$ cat config.mk
export PLATFORM = sky130hd
export DESIGN_NAME = fixed_partition_round_robin_allocator
export DESIGN_NICKNAME = d
export VERILOG_FILES = /design/src/rtl/core/fpra_pkg.sv /design/src/rtl/core/fixed_partition_round_robin_allocator.sv
export SDC_FILE = /design/constraint.sdc
export NUM_CORES = 2
export LEC_CHECK = 0
export BUFFER_PORTS_ARGS = -buffer_cell sky130_fd_sc_hd__buf_4
export CAP_MARGIN = 5
export CORE_MARGIN = 5
export CORE_UTILIZATION = 35
export DETAILED_ROUTE_END_ITERATION = 7
export SLEW_MARGIN = 20
export SYNTH_ARGS = -nofsm -noshare
export SYNTH_HDL_FRONTEND = slang
export SYNTH_SLANG_ARGS = --single-unit
$ cat constraint.sdc
create_clock -name clk -period 14.6 [get_ports clk]
set_input_delay 2.92 -clock clk [delete_from_list [all_inputs] [get_ports clk]]
set_output_delay 2.92 -clock clk [all_outputs]
set_load 0.1 [all_outputs]
$ cat src/rtl/core/fpra_pkg.sv
// ----------------------------------------------------------------------------
// fpra_pkg: shared definitions for the partition allocator
// Partition table, widths of the job fields and the layout of a queued job.
// ----------------------------------------------------------------------------
package fpra_pkg;

	// partition table
	localparam int NUM_SLOTS = 7;
	localparam int SLOT_W    = 3;
	localparam int LAST_SLOT = NUM_SLOTS - 1;
	localparam logic [7:0] SLOT_SIZE [NUM_SLOTS] = '{
		8'd2, 8'd4, 8'd6, 8'd8, 8'd8, 8'd12, 8'd16
	};
	localparam logic [7:0] LARGEST_SIZE = 8'd16;

	// job queue
	localparam int QUEUE_DEPTH_DEF = 16;

	// field widths
	localparam int ID_W   = 10;
	localparam int SIZE_W = 8;
	localparam int DUR_W  = 16;
	localparam int TIME_W = 32;
	localparam int FAIL_W = 16;

	// operation codes on the mode field
	localparam logic MODE_ENQUEUE = 1'b0;
	localparam logic MODE_TICK    = 1'b1;

	typedef struct packed {
		logic [ID_W-1:0]   id;
		logic [SIZE_W-1:0] size;
		logic [DUR_W-1:0]  dur;
		logic [TIME_W-1:0] start;
	} job_entry_t;

	// the largest partition takes any job, the others only one that fits
	function automatic logic slot_fits(input int slot, input logic [SIZE_W-1:0] size);
		return (slot == LAST_SLOT) || (size <= SLOT_SIZE[slot]);
	endfunction

	// round-robin successor of a slot index
	function automatic logic [SLOT_W-1:0] next_slot(input logic [SLOT_W-1:0] slot);
		return (slot == SLOT_W'(LAST_SLOT)) ? '0 : slot + SLOT_W'(1);
	endfunction

endpackage

$ cat src/rtl/core/fixed_partition_round_robin_allocator.sv
// ----------------------------------------------------------------------------
// fixed_partition_round_robin_allocator
// Seven fixed partitions fed from a job queue, served one quantum a tick.
// ----------------------------------------------------------------------------
// Every input beat returns exactly one result beat. An enqueue beat pushes a
// job (or drops it when the queue is full) and then places waiting jobs into
// free partitions; a tick beat serves the next occupied partition round-robin
// and, when its job finishes, frees it and refills. One beat is worked on at
// a time and in_ready is low meanwhile. A placement is a queue read, then a
// slot search; the attempt that ends the fill stops at the queue read (queue
// empty) or after the slot search (head blocked). An enqueue is accepted,
// then makes at most one placement and the closing attempt, and then hands
// over the result; a dropped job goes straight to the handover, as does a
// tick on an empty table. Any other tick is accepted, scans the slots, goes
// through the shared subtractor for the remaining time and hands over. On
// completion the turnaround step and the fill loop (up to seven placements
// and the closing attempt) come before the handover. The handover waits
// while the previous result is still held in the output register. The queue
// is a single-port-write, registered-read memory; the fill loop reads the
// queue head before each slot search. No clearing pass is needed.
// ----------------------------------------------------------------------------
module fixed_partition_round_robin_allocator #(
	parameter int QUEUE_DEPTH = fpra_pkg::QUEUE_DEPTH_DEF
) (
	input  logic                        clk,
	input  logic                        arst_n,
	input  logic                        in_valid,
	output logic                        in_ready,
	input  logic                        mode,
	input  logic [fpra_pkg::ID_W-1:0]   job_id,
	input  logic [fpra_pkg::SIZE_W-1:0] job_size,
	input  logic [fpra_pkg::DUR_W-1:0]  job_duration,
	input  logic [fpra_pkg::TIME_W-1:0] job_start_time,
	output logic                        out_valid,
	input  logic                        out_ready,
	output logic                        queue_full_drop,
	output logic                        job_completed,
	output logic [fpra_pkg::ID_W-1:0]   finished_job_id,
	output logic [fpra_pkg::TIME_W-1:0] turnaround,
	output logic [2:0]                  occupied_partitions,
	output logic [4:0]                  waiting_jobs,
	output logic [fpra_pkg::FAIL_W-1:0] failures,
	output logic [fpra_pkg::TIME_W-1:0] cycle_now,
	output logic                        table_idle
);

	localparam int PTR_W = (QUEUE_DEPTH > 1) ? $clog2(QUEUE_DEPTH) : 1;
	localparam int CNT_W = $clog2(QUEUE_DEPTH + 1);
	localparam int SUM_W = PTR_W + 1;
	localparam int SW    = fpra_pkg::SLOT_W;
	localparam int NS    = fpra_pkg::NUM_SLOTS;
	localparam int TW    = fpra_pkg::TIME_W;
	localparam int DW    = fpra_pkg::DUR_W;

	typedef enum logic [6:0] {
		ST_IDLE    = 7'b0000001,
		ST_FILL_RD = 7'b0000010,
		ST_FILL_PL = 7'b0000100,
		ST_SCAN    = 7'b0001000,
		ST_DEC     = 7'b0010000,
		ST_TAT     = 7'b0100000,
		ST_RESP    = 7'b1000000
	} state_t;

	state_t state_q;

	// partition table
	logic                         slot_valid_q [NS];
	logic [fpra_pkg::ID_W-1:0]    slot_job_q   [NS];
	logic [DW-1:0]                slot_rem_q   [NS];
	logic [TW-1:0]                slot_start_q [NS];
	logic [2:0]                   occ_q;

	// job queue
	fpra_pkg::job_entry_t         fifo_mem [QUEUE_DEPTH];
	fpra_pkg::job_entry_t         head_q;
	logic [PTR_W-1:0]             fifo_head_q;
	logic [CNT_W-1:0]             fifo_count_q;

	// service and statistics
	logic [SW-1:0]                serve_ptr_q;
	logic [SW-1:0]                scan_ptr_q;
	logic [TW-1:0]                cycle_q;
	logic [fpra_pkg::FAIL_W-1:0]  fail_q;

	// result under construction and the output register
	logic                         res_drop_q;
	logic                         res_done_q;
	logic [fpra_pkg::ID_W-1:0]    res_fid_q;
	logic [TW-1:0]                res_tat_q;
	logic                         res_idle_q;
	logic                         out_valid_q;
	logic                         out_drop_q;
	logic                         out_done_q;
	logic [fpra_pkg::ID_W-1:0]    out_fid_q;
	logic [TW-1:0]                out_tat_q;
	logic [2:0]                   out_occ_q;
	logic [4:0]                   out_wait_q;
	logic [fpra_pkg::FAIL_W-1:0]  out_fail_q;
	logic [TW-1:0]                out_cycle_q;
	logic                         out_idle_q;

	logic                         in_beat;
	logic                         fifo_full;
	logic [SUM_W-1:0]             tail_sum;
	logic [PTR_W-1:0]             tail_ptr;
	logic                         wr_en;
	fpra_pkg::job_entry_t         wr_data;
	logic                         rd_en;
	logic                         place_hit;
	logic [SW-1:0]                place_slot;
	logic [TW-1:0]                alu_a;
	logic [TW-1:0]                alu_b;
	logic [TW-1:0]                alu_y;
	logic [DW-1:0]                rem_new;
	logic                         out_free;

	assign in_ready  = (state_q == ST_IDLE);
	assign in_beat   = in_valid && in_ready;
	assign fifo_full = (fifo_count_q == CNT_W'(QUEUE_DEPTH));
	assign out_free  = !out_valid_q || out_ready;

	// tail position, wrapped back into the queue
	always_comb begin
		tail_sum = SUM_W'(fifo_head_q) + SUM_W'(fifo_count_q);
		if (tail_sum >= SUM_W'(QUEUE_DEPTH)) begin
			tail_sum = tail_sum - SUM_W'(QUEUE_DEPTH);
		end
		tail_ptr = tail_sum[PTR_W-1:0];
	end

	assign wr_en         = in_beat && (mode == fpra_pkg::MODE_ENQUEUE) && !fifo_full;
	assign wr_data.id    = job_id;
	assign wr_data.size  = job_size;
	assign wr_data.dur   = job_duration;
	assign wr_data.start = job_start_time;
	assign rd_en         = (state_q == ST_FILL_RD) && (fifo_count_q != '0);

	// queue memory: one write port, registered read of the head
	always_ff @(posedge clk) begin
		if (wr_en) begin
			fifo_mem[tail_ptr] <= wr_data;
		end
		if (rd_en) begin
			head_q <= fifo_mem[fifo_head_q];
		end
	end

	// first free partition that the head job fits, lowest index wins
	always_comb begin
		place_hit  = 1'b0;
		place_slot = '0;
		for (int s = NS - 1; s >= 0; s--) begin
			if (!slot_valid_q[s] && fpra_pkg::slot_fits(s, head_q.size)) begin
				place_hit  = 1'b1;
				place_slot = SW'(s);
			end
		end
	end

	// shared subtractor: remaining time less one, or turnaround
	always_comb begin
		if (state_q == ST_TAT) begin
			alu_a = cycle_q;
			alu_b = slot_start_q[scan_ptr_q];
		end else begin
			alu_a = TW'(slot_rem_q[scan_ptr_q]);
			alu_b = TW'(1);
		end
		alu_y   = alu_a - alu_b;
		rem_new = alu_y[DW-1:0];
	end

	// slot payload, no reset
	always_ff @(posedge clk) begin
		if (state_q == ST_FILL_PL && place_hit) begin
			slot_job_q[place_slot]   <= head_q.id;
			slot_rem_q[place_slot]   <= head_q.dur;
			slot_start_q[place_slot] <= head_q.start;
		end else if (state_q == ST_DEC) begin
			slot_rem_q[scan_ptr_q] <= rem_new;
		end
	end

	// sequencer and control state
	always_ff @(posedge clk or negedge arst_n) begin
		if (!arst_n) begin
			state_q      <= ST_IDLE;
			fifo_head_q  <= '0;
			fifo_count_q <= '0;
			serve_ptr_q  <= '0;
			scan_ptr_q   <= '0;
			cycle_q      <= '0;
			fail_q       <= '0;
			occ_q        <= '0;
			out_valid_q  <= 1'b0;
			for (int s = 0; s < NS; s++) begin
				slot_valid_q[s] <= 1'b0;
			end
		end else begin
			// load a new output beat, or drop the held one once taken
			if (state_q == ST_RESP && out_free) begin
				out_valid_q <= 1'b1;
			end else if (out_valid_q && out_ready) begin
				out_valid_q <= 1'b0;
			end
			case (state_q)
				ST_IDLE: begin
					if (in_beat) begin
						if (mode == fpra_pkg::MODE_ENQUEUE) begin
							if (fifo_full) begin
								state_q <= ST_RESP;
							end else begin
								fifo_count_q <= fifo_count_q + CNT_W'(1);
								state_q      <= ST_FILL_RD;
							end
						end else if (occ_q == '0) begin
							state_q <= ST_RESP;
						end else begin
							scan_ptr_q <= serve_ptr_q;
							state_q    <= ST_SCAN;
						end
					end
				end
				ST_SCAN: begin
					// advance one slot a cycle until an occupied one turns up
					if (slot_valid_q[scan_ptr_q]) begin
						state_q <= ST_DEC;
					end else begin
						scan_ptr_q <= fpra_pkg::next_slot(scan_ptr_q);
					end
				end
				ST_DEC: begin
					serve_ptr_q <= fpra_pkg::next_slot(scan_ptr_q);
					if (rem_new == '0) begin
						state_q <= ST_TAT;
					end else begin
						cycle_q <= cycle_q + TW'(1);
						state_q <= ST_RESP;
					end
				end
				ST_TAT: begin
					slot_valid_q[scan_ptr_q] <= 1'b0;
					occ_q   <= occ_q - 3'd1;
					cycle_q <= cycle_q + TW'(1);
					state_q <= ST_FILL_RD;
				end
				ST_FILL_RD: begin
					state_q <= (fifo_count_q != '0) ? ST_FILL_PL : ST_RESP;
				end
				ST_FILL_PL: begin
					if (place_hit) begin
						slot_valid_q[place_slot] <= 1'b1;
						occ_q        <= occ_q + 3'd1;
						fifo_count_q <= fifo_count_q - CNT_W'(1);
						fifo_head_q  <= (fifo_head_q == PTR_W'(QUEUE_DEPTH - 1)) ?
							'0 : fifo_head_q + PTR_W'(1);
						if (place_slot == SW'(fpra_pkg::LAST_SLOT) &&
							head_q.size > fpra_pkg::LARGEST_SIZE && fail_q != '1) begin
							fail_q <= fail_q + fpra_pkg::FAIL_W'(1);
						end
						state_q <= ST_FILL_RD;
					end else begin
						state_q <= ST_RESP;
					end
				end
				ST_RESP: begin
					// hand the finished result to the output register
					if (out_free) begin
						state_q <= ST_IDLE;
					end
				end
				default: begin
					state_q <= ST_IDLE;
				end
			endcase
		end
	end

	// result fields, built while the beat is worked on
	always_ff @(posedge clk) begin
		if (in_beat) begin
			res_drop_q <= (mode == fpra_pkg::MODE_ENQUEUE) && fifo_full;
			res_idle_q <= (mode == fpra_pkg::MODE_TICK) && (occ_q == '0);
			res_done_q <= 1'b0;
			res_fid_q  <= '0;
			res_tat_q  <= '0;
		end else if (state_q == ST_TAT) begin
			res_done_q <= 1'b1;
			res_fid_q  <= slot_job_q[scan_ptr_q];
			res_tat_q  <= alu_y;
		end
		if (state_q == ST_RESP && out_free) begin
			out_drop_q  <= res_drop_q;
			out_done_q  <= res_done_q;
			out_fid_q   <= res_fid_q;
			out_tat_q   <= res_tat_q;
			out_idle_q  <= res_idle_q;
			out_occ_q   <= occ_q;
			out_wait_q  <= 5'(fifo_count_q);
			out_fail_q  <= fail_q;
			out_cycle_q <= cycle_q;
		end
	end

	assign out_valid           = out_valid_q;
	assign queue_full_drop     = out_drop_q;
	assign job_completed       = out_done_q;
	assign finished_job_id     = out_fid_q;
	assign turnaround          = out_tat_q;
	assign occupied_partitions = out_occ_q;
	assign waiting_jobs        = out_wait_q;
	assign failures            = out_fail_q;
	assign cycle_now           = out_cycle_q;
	assign table_idle          = out_idle_q;

endmodule

Word level (Yosys, flattened, before mapping)
Memory sizes are Yosys's and may differ from the RTL's. A register that Yosys moved wholly into a read port is not among the register bits.
Cells that the tools add are included.
{"block": "totals", "input_bits": 71, "elab_cells": 191, "rom_bits": 0, "mem_bits_rw": 1462, "latchBits": 0, "reg_bits": 217, "out_inout_bits": 103, "mem_count": 4}
{"name": "fifo_mem", "depth": 16, "width": 66, "read_ports": 1, "rd_ports_with_merged_regs": 1, "write_ports": 1, "line": "fixed_partition_round_robin_allocator.sv:75", "text": "fpra_pkg::job_entry_t fifo_mem [QUEUE_DEPTH];"}
{"name": "slot_start_q", "depth": 7, "width": 32, "read_ports": 1, "rd_ports_with_merged_regs": 0, "write_ports": 1, "line": "fixed_partition_round_robin_allocator.sv:71", "text": "logic [TW-1:0] slot_start_q [NS];"}
{"name": "slot_rem_q", "depth": 7, "width": 16, "read_ports": 1, "rd_ports_with_merged_regs": 0, "write_ports": 1, "line": "fixed_partition_round_robin_allocator.sv:70", "text": "logic [DW-1:0] slot_rem_q [NS];"}
{"name": "slot_job_q", "depth": 7, "width": 10, "read_ports": 1, "rd_ports_with_merged_regs": 1, "write_ports": 1, "line": "fixed_partition_round_robin_allocator.sv:69", "text": "logic [fpra_pkg::ID_W-1:0] slot_job_q [NS];"}
{"block": "op_classes", "reduce_logical": 44, "muxes": 64, "addsub": 11, "n_mul": 0, "n_div": 0, "n_shift": 0, "n_eq_ne": 22, "bitwise_logic": 6, "order_cmp": 11}
{"op": "$mux 32", "count": 3}
{"op": "$mux 7", "count": 10}
{"op": "$pmux 32 s2", "count": 1}
{"op": "$pmux 7 s7", "count": 1}
{"op": "$mux 3", "count": 14}
{"op": "$add 32x1->32 const B", "count": 1}
{"op": "$sub 32x32->32", "count": 1}
{"op": "$mux 1", "count": 21}
{"op": "$mux 5", "count": 4}
{"op": "$logic_and 1x1->1", "count": 19}
{"op": "$add 16x1->16 const B", "count": 1}
{"op": "$le 8x3->1 const B", "count": 2}
{"op": "$le 8x4->1 const B", "count": 2}
{"op": "$logic_not 16->1", "count": 1}
{"op": "$mux 16", "count": 1}
{"op": "$ne 16x16->1 const B", "count": 1}
{"op": "$ne 2x2->1 const B", "count": 8}
{"op": "$reduce_or 16->1", "count": 1}
{"op": "$pmux 7 s2", "count": 1}
{"op": "$pmux 3 s2", "count": 2}
{"op": "$pmux 5 s2", "count": 1}
{"op": "$reduce_and 5->1", "count": 2}
{"op": "$reduce_bool 2->1", "count": 5}
{"op": "$ge 4x4->1 const B", "count": 2}
{"op": "36 further kinds", "count": 53}

Depth between registers and ports, before layout
{"block": "logic_depth", "word_depth": 16, "depth_mapped": 22, "mapped_depth_nobuf": 18}

Least setup slack after synthesis
Ideal clock, no wire load.
{"block": "synth_timing", "path_type": "in2reg", "start": "in out_ready", "end": "reg out_cycle_q[0], in the netlist cycle_now[0], enable pin", "n_path_buf": 0, "setup_slack_ps": 6482, "arrival_ps": 7546, "setup_ps": 572, "cell_stages": 2, "t_required_ps": 14028, "path_cell_list": "nand2b_1 nor2b_1"}
{"block": "synth_between", "elab_chain_len": 2}
{"item": "start: declaration", "line": "fixed_partition_round_robin_allocator.sv:35", "text": "input logic out_ready,"}
{"item": "$logic_or 1x1->1", "line": "fixed_partition_round_robin_allocator.sv:121", "text": "assign out_free = !out_valid_q || out_ready;"}
{"item": "$logic_and 1x1->1", "line": "fixed_partition_round_robin_allocator.sv:293", "text": "if (state_q == ST_RESP && out_free) begin"}
{"item": "end signal: assignment", "line": "fixed_partition_round_robin_allocator.sv:302", "text": "out_cycle_q <= cycle_q;"}
{"item": "end: declaration", "line": "fixed_partition_round_robin_allocator.sv:100", "text": "logic [TW-1:0] out_cycle_q;"}
No other way between the ends.
A chain may end at the register's enable or synchronous reset.

Final worst setup path
{"block": "layout_timing", "start": "reg scan_ptr_q[2]", "end": "reg cycle_q[6]"}
{"block": "layout_between", "elab_chain_len": 6, "elab_cells_between_ends": 8, "classes_between": "add/sub (1); eq/ne (1); mux (2); reduce/logical (2); memory (2)"}
{"item": "start: declaration", "line": "fixed_partition_round_robin_allocator.sv:82", "text": "logic [SW-1:0] scan_ptr_q;"}
{"item": "start signal: assignment", "line": "fixed_partition_round_robin_allocator.sv:220", "text": "scan_ptr_q <= serve_ptr_q;"}
{"item": "start signal: assignment", "line": "fixed_partition_round_robin_allocator.sv:230", "text": "scan_ptr_q <= fpra_pkg::next_slot(scan_ptr_q);"}
{"item": "$mem_v2 7x16 / $mem_v2 7x32 (equally long branches)"}
{"item": "$mux 32", "line": "fixed_partition_round_robin_allocator.sv:163", "text": "if (state_q == ST_TAT) begin"}
{"item": "$sub 32x32->32 (*)", "line": "fixed_partition_round_robin_allocator.sv:170", "text": "alu_y = alu_a - alu_b;"}
{"item": "$logic_not 16->1 (*)", "line": "fixed_partition_round_robin_allocator.sv:235", "text": "if (rem_new == '0) begin"}
{"item": "$ne 2x2->1 (no line) (*)"}
{"item": "$reduce_and 2->1 (no line) (*)"}
{"item": "end signal: assignment", "line": "fixed_partition_round_robin_allocator.sv:238", "text": "cycle_q <= cycle_q + TW'(1);"}
{"item": "end signal: assignment", "line": "fixed_partition_round_robin_allocator.sv:245", "text": "cycle_q <= cycle_q + TW'(1);"}
{"item": "end: declaration", "line": "fixed_partition_round_robin_allocator.sv:83", "text": "logic [TW-1:0] cycle_q;"}
Every way passes the cells marked *; elsewhere a longest branch is shown, timed or not.

==> summary.md <==
| Metric | Value |
|---|---|
| FF-to-FF End | cycle_q[6] |
| Total negative setup slack | 0 ns |
| Final critical delay including setup and external delays | approximately 6.4 ns |
| Fin. Hold Viols | 0 |
| WHS Endpoint | turnaround[11] |
| Overall die area | ~200000 µm² |
| All-layer global routing usage | approximately 16% |
| Setup skew after layout | between 0.04 and 0.05 ns |
| Clk Latency, worst-skew pair | about 0.8 ns |
| Met2 wire length | just under 80000 µm |
| Pin slew with the least headroom to its limit | roughly 1.1 ns |
| Metal1 wirelength | around 72000 µm |
| CTS clock-pin slew for the worst setup and hold paths | approximately 0.060 ns |
| Number of buffers inserted by hold repair at cts | 0 |
| Number of antenna violations at the first check in global routing | 26 |
| Worst EP arrival | between 7 and 8 ns |
| Ports placed on the boundary | 174 |
| Maximum achievable frequency | 0.156 GHz |
| Hold Path Stages | 0 |
| Starting DRC count in detailed routing | ~3600 |
| Slew headroom | ~27% |
| Number of warning messages in the yosys log | 0 |
| Unrepaired setup endpoints after global routing | no |
| Sum of internal, switching and leakage power | approximately 13 mW |
| Root buf cell | clkbuf_16 |
| Pin count of the biggest net entering global routing | 112 |
| Maximum Capacitance Violations | 0 |
| Maximum buffer depth of the clock tree | 3 |
| Leftover overflow at the end of global routing | 0 |
| Yosys reg bits | 1755 |
| Fin nets | roughly 4300 |
| IO buf count | between 150 and 200 |
| Detailed-routed wire length on met3 | ~12000 µm |
| Crit path kind | register to register |
| Vertical die dimension | ~450 µm |
| Crit. End Element | register |
| Synth unique cells | 73 |
| Layout area overhead | 15.0% |
| Flop2flop setup slack | approximately 8.2 ns |
| Total vias in the final route | ~36000 |
| Placeable Area | approximately 190000 µm² |
| Syn_area_per_cell | approximately 17 µm² |
| Sequential element share of the synthesized area | around 76% |
| CTS tree | yes |
| Row cnt | roughly 160 |
| Crit-path max FO | 32 |
| Share of synthesized flip-flops with an asynchronous set or reset | approximately 4.6% |
| Final cycle utilization of the critical path | 43.8% |
| Most used flip-flop cell after synthesis | edfxtp_1 |
| Power per cell area | ~160 nW/µm² |
| Wire length of the first global-routing pass | 246000 µm |
| Inserted Clock Buffers | 176 |
| Number of resized instances in the post-cts repair step | 0 |
| Cell count after synthesis | 3967 |
| Leakage dissipation | 25.5 nW |
| Starting density of the core | around a third |
| Number of optimization iterations in the first detailed-route pass | 5 |
| Worst Setup Start Kind | register |
| DR DRC count | 0 |
| CTS H-tree lvls | 4 |
| Reg-to-Reg Start | scan_ptr_q[2] |
| Count of fill cells added during filler insertion | roughly 17000 |
| Most common cell after layout, fill and taps aside | edfxtp_1 |
| Final setup violation count | 0 |
| Average wire per standard cell | between 20 and 25 µm |
| Via/cell ratio | roughly 5.2 |
| Commonest cells after routing, fill and taps aside | edfxtp_1 (1631), nand2_1 (253), buf_4 (245) |
| Worst voltage drop across the vdd grid | about 120 µV |
| Run status | completed |
| Chip Width | approximately 450 µm |
| Synthesized netlist net count | 4082 |
| Number of sinks driven by the clock tree | approximately 1800 |
| Fraction of layout cells with a size suffix above 1 | ~19% |
| Number of enable flip-flop cells after synthesis | between 1500 and 2000 |
| Number of buffers added for setup after CTS | 0 |
| Area of the multi-input gates | about 16000 µm² |
| Hold Crit Class | register to register |
| Half-perimeter wire length of the detailed placement result | around 100000 µm |
| Final-report max-slew violation count | 0 |
| Total wire length | 167000 µm |
| Area taken by flip-flops and latches | a little over 50000 µm² |
| Post-Synthesis Cell Area | 68500 µm² |
| Weighted congestion reported at the end of routability-driven placement | roughly 0.87 |
| Min-delay src | res_tat_q[11] |
| Remaining antenna violation count after routing | 0 |
| Req. time, crit path | 15.25 ns |
| Top Metal Used | met5 |
| Cells on worst reg2reg path | 19 |
| Vias in the first global route | approximately 36000 |
==> metrics by stage <==
step / hold WS (ns) / worst slack [ns] / cells / utilization (%) / instance area [µm²]
finish: 0.427 / 8.20 / 6945 / 40.4 / 78700
floorplan: 0.400 / 6.48 / 3967 / - / 68500
global placement: 0.413 / 8.25 / 6627 / 37.5 / 73100
global route: 0.441 / 7.69 / 6941 / 40.4 / 78700
CTS: 0.425 / 8.19 / 6940 / 40.4 / 78700
detailed placement: 0.417 / 8.21 / 6627 / 37.5 / 73100
==> kinds of logic after synthesis <==
| kind of cell | Yosys count | share of synthesized area [%] |
|---|---|---|
| flip-flops | 1755 | 75.8 |
| AO/OA/AOI/OAI | 779 | 7.46 |
| AND/OR/NAND/NOR | 590 | 3.85 |
| multiplexers | 479 | 9.67 |
| buffers and inverters | 234 | 1.30 |
| XOR/XNOR | 85 | 1.09 |
| adder cells (fa/ha/maj) | 45 | 0.863 |
==> cell type report <==
| class | instances | area share, % |
|---|---|---|
| well taps | 2624 | 4.17 |
| repair buffers | 248 | 2.41 |
| multi-input cells | 1978 | 20.3 |
| inverters | 22 | 0.105 |
| clock buffers | 224 | 6.00 |
| flip-flops and latches | 1755 | 65.9 |
| diodes | 5 | 0.0159 |
| clock inverters | 89 | 1.09 |
==> synth_stat cells (all sizes together) (4+ instances only) <==
cell type / n / area share (%)
o21ai: 227 / 1.7
fa: 4 / 0.12
or2: 7 / 0.064
xor2: 44 / 0.56
clkbuf: 157 / 0.86
a22oi: 180 / 2.0
dfxtp: 43 / 1.3
o211ai: 5 / 0.055
nor2: 160 / 0.88
a31oi: 9 / 0.082
and2: 23 / 0.21
a2111oi: 6 / 0.12
xnor2: 41 / 0.52
dfrtp: 80 / 2.9
a211o: 4 / 0.051
a41oi: 7 / 0.090
o21a: 5 / 0.055
and3: 13 / 0.12
a211oi: 36 / 0.40
nand4: 8 / 0.073
or3: 8 / 0.073
nand3b: 5 / 0.055
edfxtp: 1631 / 72
ha: 40 / 0.73
a21oi: 155 / 1.1
nor2b: 23 / 0.21
nand2b: 10 / 0.091
mux2i: 238 / 3.5
mux4: 135 / 4.4
nor4: 5 / 0.046
a221o: 4 / 0.058
buf: 55 / 0.32
inv: 22 / 0.12
a21o: 24 / 0.26
a2bb2oi: 4 / 0.051
mux2: 106 / 1.7
nor3b: 4 / 0.044
nand2: 255 / 1.4
a22o: 7 / 0.090
nand3: 34 / 0.25
a221oi: 76 / 0.98
o2111ai: 11 / 0.14
nor3: 21 / 0.15
==> registers in the layout, summed over array words and instances, names as in the netlist, 10 cells and up <==
register         count
cycle_now           32
cycle_q             32
fail_q              16
failures            16
fifo_mem          1056
finished_job_id     10
head_q              66
res_fid_q           10
res_tat_q           32
slot_job_q          70
slot_rem_q         112
slot_start_q       224
turnaround          32
==> power breakdown <==
| group | switching, mW | internal (mW) |
|---|---|---|
| logic | 1.52 | 0.873 |
| registers | 0.141 | 5.78 |
| clock network | 1.88 | 2.47 |
==> worst max path at each step <==
| stage | startpoint | to | slack, ns | cells past startpoint |
|---|---|---|---|---|
| 6_report | scan_ptr_q[2] | cycle_q[6] | 8.20 | 19 |
| 5_1_grt | scan_ptr_q[2] | cycle_q[6] | 7.69 | 19 |
| 4_1_cts | scan_ptr_q[2] | cycle_q[6] | 8.19 | 19 |
| 3_5_place_dp | in_valid | fifo_mem[4][16] | 8.21 | 7 |
| 3_3_place_gp | in_valid | fifo_mem[4][16] | 8.25 | 7 |
| 2_1_floorplan | out_ready | cycle_now[0] | 6.48 | 2 |
==> worst max-delay path: stages (launching register included) <==
cell	delay, ns
dfrtp_2	0.83
nor2b_1	0.75
nor2b_2	0.43
buf_4	0.43
a221o_1	0.22
a221oi_1	0.04
o21ai_0	0.16
ha_1	0.22
inv_1	0.06
fa_1	0.46
a21o_1	0.23
a221oi_2	0.44
o21ai_1	0.22
o21a_1	0.26
xor2_1	0.30
nand4b_1	0.18
o21ai_2	0.07
buf_4	0.27
a2111oi_0	0.55
xor2_1	0.13
==> per-layer routing <==
metal / global-route usage (%) / vias to the layer above
li1: - / 16200
met4: 4.03 / 14
met1: 22.1 / 18600
met5: 0 / -
met2: 25.8 / 1164
met3: 3.87 / 263
(Power assumes the default switching activity.)
